===== src/rtl/assert_macros.svh =====
// Assertion helpers sampled on clk_i. QRS_ASSERT is off while rst_ni is low,
// QRS_ASSERT_ALWAYS also checks during reset.
`ifndef ASSERT_MACROS_SVH
`define ASSERT_MACROS_SVH

`define QRS_ASSERT(lbl, prop, msg) \
  lbl: assert property (@(posedge clk_i) disable iff (!rst_ni) (prop)) else $error(msg);

`define QRS_ASSERT_ALWAYS(lbl, prop, msg) \
  lbl: assert property (@(posedge clk_i) (prop)) else $error(msg);

`endif


===== src/rtl/qrs_pkg.sv =====
`default_nettype none
package qrs_pkg;

  localparam int unsigned CoefW    = 32;
  localparam int unsigned FracBits = 16;
  localparam int unsigned BandW    = 32;
  localparam logic [BandW-1:0] BandReset = 32'd4295;

  // discriminant magnitude, its floored root, root numerators and 2a
  localparam int unsigned DiscW = 2 * CoefW + 2;
  localparam int unsigned RootW = CoefW + 1;
  localparam int unsigned NumW  = CoefW + 3;
  localparam int unsigned DenW  = CoefW + 1;

  typedef enum logic [1:0] {
    CntNone = 2'd0,
    CntOne  = 2'd1,
    CntTwo  = 2'd2,
    CntInf  = 2'd3
  } count_e;

  typedef struct packed {
    logic signed [CoefW-1:0] coef_a;
    logic signed [CoefW-1:0] coef_b;
    logic signed [CoefW-1:0] coef_c;
  } qrs_in_t;

  typedef struct packed {
    count_e                  root_count;
    logic signed [CoefW-1:0] root_first;
    logic signed [CoefW-1:0] root_second;
    logic                    root_saturated;
  } qrs_out_t;

  // travels beside the square root
  typedef struct packed {
    logic signed [CoefW-1:0] coef_a;
    logic signed [CoefW-1:0] coef_b;
    logic signed [CoefW-1:0] coef_c;
    count_e                  root_count;
  } qrs_side_t;

  function automatic logic [CoefW-1:0] mag_coef(input logic signed [CoefW-1:0] v);
    return v[CoefW-1] ? CoefW'(-v) : CoefW'(v);
  endfunction

endpackage
`default_nettype wire


===== src/rtl/qrs_sqrt.sv =====
`default_nettype none
module qrs_sqrt #(
  parameter int unsigned SIDE_W = 1
) (
  input  wire logic                        clk_i,
  input  wire logic                        rst_ni,
  input  wire logic                        valid_i,
  input  wire logic [qrs_pkg::DiscW-1:0]   rad_i,
  input  wire logic [SIDE_W-1:0]           side_i,
  output logic                             valid_o,
  output logic [qrs_pkg::RootW-1:0]        root_o,
  output logic [SIDE_W-1:0]                side_o
);
  localparam int unsigned RW   = qrs_pkg::RootW;
  localparam int unsigned DW   = qrs_pkg::DiscW;
  localparam int unsigned RemW = RW + 2;

  logic              valid_q [RW];
  logic [DW-1:0]     rad_q   [RW];
  logic [RemW-1:0]   rem_q   [RW];
  logic [RW-1:0]     root_q  [RW];
  logic [SIDE_W-1:0] side_q  [RW];

  // one root bit per stage, two radicand bits shifted in
  for (genvar k = 0; k < RW; k++) begin : g_stage
    logic              vin;
    logic [DW-1:0]     rin;
    logic [RemW-1:0]   remin;
    logic [RW-1:0]     rootin;
    logic [SIDE_W-1:0] sin;
    logic [RemW+1:0]   cur, trial;
    logic              take;

    if (k == 0) begin : g_first
      assign vin    = valid_i;
      assign rin    = rad_i;
      assign remin  = '0;
      assign rootin = '0;
      assign sin    = side_i;
    end else begin : g_next
      assign vin    = valid_q[k-1];
      assign rin    = rad_q[k-1];
      assign remin  = rem_q[k-1];
      assign rootin = root_q[k-1];
      assign sin    = side_q[k-1];
    end

    assign cur   = {remin, rin[DW-1 -: 2]};
    assign trial = {2'b00, rootin, 2'b01};
    assign take  = cur >= trial;

    always_ff @(posedge clk_i or negedge rst_ni) begin
      if (!rst_ni) valid_q[k] <= 1'b0;
      else valid_q[k] <= vin;
    end

    always_ff @(posedge clk_i) begin
      rad_q[k]  <= rin << 2;
      rem_q[k]  <= take ? RemW'(cur - trial) : RemW'(cur);
      root_q[k] <= {rootin[RW-2:0], take};
      side_q[k] <= sin;
    end
  end

  assign valid_o = valid_q[RW-1];
  assign root_o  = root_q[RW-1];
  assign side_o  = side_q[RW-1];

endmodule
`default_nettype wire


===== config.mk =====
export PLATFORM = sky130hd
export DESIGN_NAME = qrs_sqrt
export DESIGN_NICKNAME = d
export VERILOG_FILES = /design/src/rtl/assert_macros.svh /design/src/rtl/qrs_pkg.sv /design/src/rtl/qrs_sqrt.sv
export SDC_FILE = /design/constraint.sdc
export NUM_CORES = 2
export LEC_CHECK = 0
export BUFFER_PORTS_ARGS = -buffer_cell sky130_fd_sc_hd__clkbuf_2
export CAP_MARGIN = 20
export CORE_MARGIN = 1
export CORE_UTILIZATION = 50
export DETAILED_ROUTE_END_ITERATION = 8
export GPL_TIMING_DRIVEN = 0
export MAX_ROUTING_LAYER = met4
export PLACE_DENSITY = 0.77
export SYNTH_ARGS = -nofsm -noshare
export SYNTH_HDL_FRONTEND = slang
export SYNTH_MEMORY_MAX_BITS = 65536
export SYNTH_SLANG_ARGS = --single-unit

===== constraint.sdc =====
create_clock -name clk_i -period 4.6 [get_ports clk_i]
set_input_delay 0.92 -clock clk_i [delete_from_list [all_inputs] [get_ports clk_i]]
set_output_delay 0.92 -clock clk_i [all_outputs]
set_load 0.05 [all_outputs]

==> summary.txt <==
Placed design
  • Placed cell areas: 103100 µm²
  • Port bufs: 104
  • HPWL Detailed: 165.0 mm
  • Final GP Congestion: 0.9323

Detailed routing
  • ANT nets after route: 0
  • DRC: 0
  • Starting DRT DRC Count: 4548
  • Routed len/inst: 16.90 µm
  • Via-per-instance ratio: 5.268
  • DR vias: 68200
  • Post-Route WL: 218.9 mm
  • Drt pass-1 iters: 6

Yosys
  • Mean area per synthesized cell: 10.23 µm²
  • Post-synth top cells: dfxtp_1, inv_1, nand2_1
  • Synthesized area: 99280 µm²
  • Largest family of logic cells by synthesized area: simple AND/OR/NAND/NOR gates
  • Post-synth EDFFs: 0
  • Post-synthesis mux area share: 0.008318
  • Yosys top cell by area: dfxtp_1
  • FF+latch count, synth: 2750
  • Top-count cell post-synth: dfxtp_1
  • Ys Warns: 0
  • Synth top area cells: dfxtp_1, ha_1, xor2_1, xnor2_1, a21oi_1
  • Register area share after synthesis: 0.5562
  • FFs w/ async S/R, synth: 0.01200
  • Synth Instances: 9702
  • Syn Nets: 10370
  • Synth Area in XOR/XNOR: 0.07975
  • Compound-Gate Fraction of Synth Area: 0.1184
  • Simple-gate area share of the yosys netlist: 0.1262
  • Synth unique cells: 97
  • Most used DFF post-synth: dfxtp_1
  • Share of the synthesized area in the top cell type: 0.5479
  • Adder-cell share of the synthesized area: 0.07511

STA
  • Slew @ Worst Pin: 1.030 ns
  • RSZ-0062 raised after global routing: no
  • Fin Clk Skew: 0.04974 ns
  • Slew HR: 0.3042
  • Final setup fails: 0
  • Final hold slack: 0.08202 ns
  • Final hold viol count: 0
  • Max-slew violations: 0
  • Final setup TNS: 0 ns
  • Max Fclk: 230.1 MHz
  • Post-route minimum period: 4.346 ns
  • Final worst path period share: 0.9449

Floorplan
  • # IOs: 105
  • Core Area: 197200 µm²
  • Die X: 447.6 µm
  • Die H: 447.6 µm
  • Rows: 163
  • Initial Utilization: 0.5034
  • Die area: 200400 µm²

Finish
  • Nets: 10770
  • Area grow syn2layout: 13.57%
  • Layout cells sized above 1: 0.06929
  • Post-route design area: 112800 µm²

GRT
  • Total GRT Usage: 0.2218
  • Vias in the first global route: 67670
  • Pin count of the biggest net entering global routing: 34
  • Gr ovfl total: 0
  • Antenna violations before repair: 0
  • First-pass GRT wire length: 348.7 mm

Run status
  • Outcome: completed

Clocking
  • H-tree Lvls: 5
  • Clock Latency Late Sink: 0.91 ns
  • TritonCTS clock tree: built
  • TritonCTS Buffers: 290
  • Post-CTS Setup Inserts: 0
  • Clock sinks: 2750
  • CTS Root Cell: clkbuf_16
  • Buffer depth of the longest clock path: 4
  • Worst-path clk slew: 0.06 ns

Worst setup path
  • WP data arrival: 5.10 ns
  • Critical path endpoint category: register
  • Peak fanout along the critical path: 10
  • R2R cell count: 13
  • Launch point of the worst reg-to-reg path: root_q[23][0]$_DFF_P_
  • Worst EP required: 5.35 ns
  • FF-to-FF End: rem_q[0][857]$_DFF_P_
  • Crit path kind: reg -> reg
  • Startpoint types: register
  • Reg2Reg Setup Slack: 0.25 ns

Power
  • PwrDens: 554.8 nW/µm²
  • Leak: 52.71 nW
  • Worst vdd ir: 0.5201 mV

Flow run
  • Max-cap violations: 0

Min path
  • HP Class: in -> async
-- state kept, by name, indices dropped and copies added, names as in the netlist --
signal	flops
g_stage.vin	32
rad_q	1056
rem_q	1067
root_q	561
side_q	33
valid_o	1
-- repair_timing --
action                                  in CTS  in global routing
resized for setup                            4                 19
endpoints found under the setup margin      22                113
hold buffers                                 0                  0
-- worst max path at each step --
| stage | startpoint | to | slack, ns | cells past startpoint |
|---|---|---|---|---|
| CTS | root_q[20][8]$_DFF_P_ | rem_q[0][757]$_DFF_P_ | 0.007 | 12 |
| global route | root_q[29][16]$_DFF_P_ | rem_q[0][1062]$_DFF_P_ | 0.03 | 14 |
| global placement | root_q[20][8]$_DFF_P_ | rem_q[0][757]$_DFF_P_ | -0.51 | 12 |
| finish | root_q[23][0]$_DFF_P_ | rem_q[0][857]$_DFF_P_ | 0.25 | 13 |
| floorplan | root_q[30][1]$_DFF_P_ | rem_q[0][1101]$_DFF_P_ | 1.20 | 12 |
| detailed placement | root_q[20][8]$_DFF_P_ | rem_q[0][757]$_DFF_P_ | -0.47 | 12 |
-- cells in the final DEF (no fill, tap or decap), types with 33 or more instances in the layout --
| master | instances |
|---|---|
| inv_1 | 755 |
| nor4_1 | 109 |
| clkbuf_16 | 296 |
| dfxtp_1 | 2717 |
| nand3_1 | 168 |
| or2_2 | 44 |
| xnor2_1 | 440 |
| nand2b_1 | 135 |
| a21o_1 | 252 |
| nor2_1 | 535 |
| xor2_1 | 464 |
| nand2_1 | 701 |
| o31ai_1 | 60 |
| and2_1 | 33 |
| a211oi_1 | 39 |
| a31oi_1 | 36 |
| and3_1 | 63 |
| nand4_1 | 104 |
| o21ai_0 | 543 |
| dfrtp_1 | 33 |
| or4_1 | 59 |
| o21bai_1 | 61 |
| nor2b_1 | 78 |
| nor3_1 | 266 |
| mux2_2 | 60 |
| o21a_1 | 103 |
| clkbuf_8 | 50 |
| clkbuf_1 | 208 |
| clkbuf_2 | 112 |
| ha_1 | 596 |
| or3_1 | 117 |
| a21oi_1 | 567 |
-- where the power goes --
group          internal (mW)  switching (mW)  leakage [nW]  total, mW
combinational           3.92            5.19          24.9       9.11
sequential              27.6            2.83          23.1       30.4
clock                   14.0            9.08          4.64       23.1
-- cell type report --
type | count | area (µm²)
inverters | 759 | 2849
multi-input cells | 6005 | 40550
flip-flops and latches | 2750 | 55220
clock buffers | 396 | 8283
clock inverters | 101 | 1284
plain buffers | 188 | 737.0
repair buffers | 106 | 530.5
well taps | 2640 | 3303
fillers | 16780 | 84460
diodes | 1 | 2.502
-- metal layers --
metal | GRT usage | wire, µm
met5 | - | 0
met3 | 0.02956 | 9345
met2 | 0.3848 | 108500
met1 | 0.2602 | 93260
met4 | 0.08361 | 7718
-- through the flow --
| stage | std cells | utilization | power [mW] | setup slack [ns] |
|---|---|---|---|---|
| 6_report | 12950 | 0.5717 | 62.55 | 0.2537 |
| 5_1_grt | 12950 | 0.5717 | 65.64 | 0.02768 |
| 4_1_cts | 12940 | 0.5714 | 63.14 | 0.007286 |
| 3_5_place_dp | 12450 | 0.5228 | 39.90 | -0.4693 |
| 3_3_place_gp | 12450 | 0.5228 | 39.68 | -0.5070 |
| 2_1_floorplan | 9702 | - | 36.74 | 1.199 |
-- worst max-delay path: stages (launching register included) --
cell	delay, ns
dfxtp_1	0.52
inv_1	0.09
ha_1	0.34
o21ai_0	0.13
a22oi_1	0.21
a221o_1	0.44
nor3b_1	0.18
nor3_1	0.37
a31o_2	0.29
o31a_1	0.25
buf_1	0.54
clkbuf_1	0.50
nand2_1	0.11
o21ai_0	0.21
-- logic make-up after synthesis --
logic type      Yosys count
simple gates           2526
fa+ha+maj               596
xor+xnor                904
mux                      75
other cells               1
compound gates         1903
flops                  2750
buf+inv                 947
No activity file was read; power rests on OpenSTA's default activity.
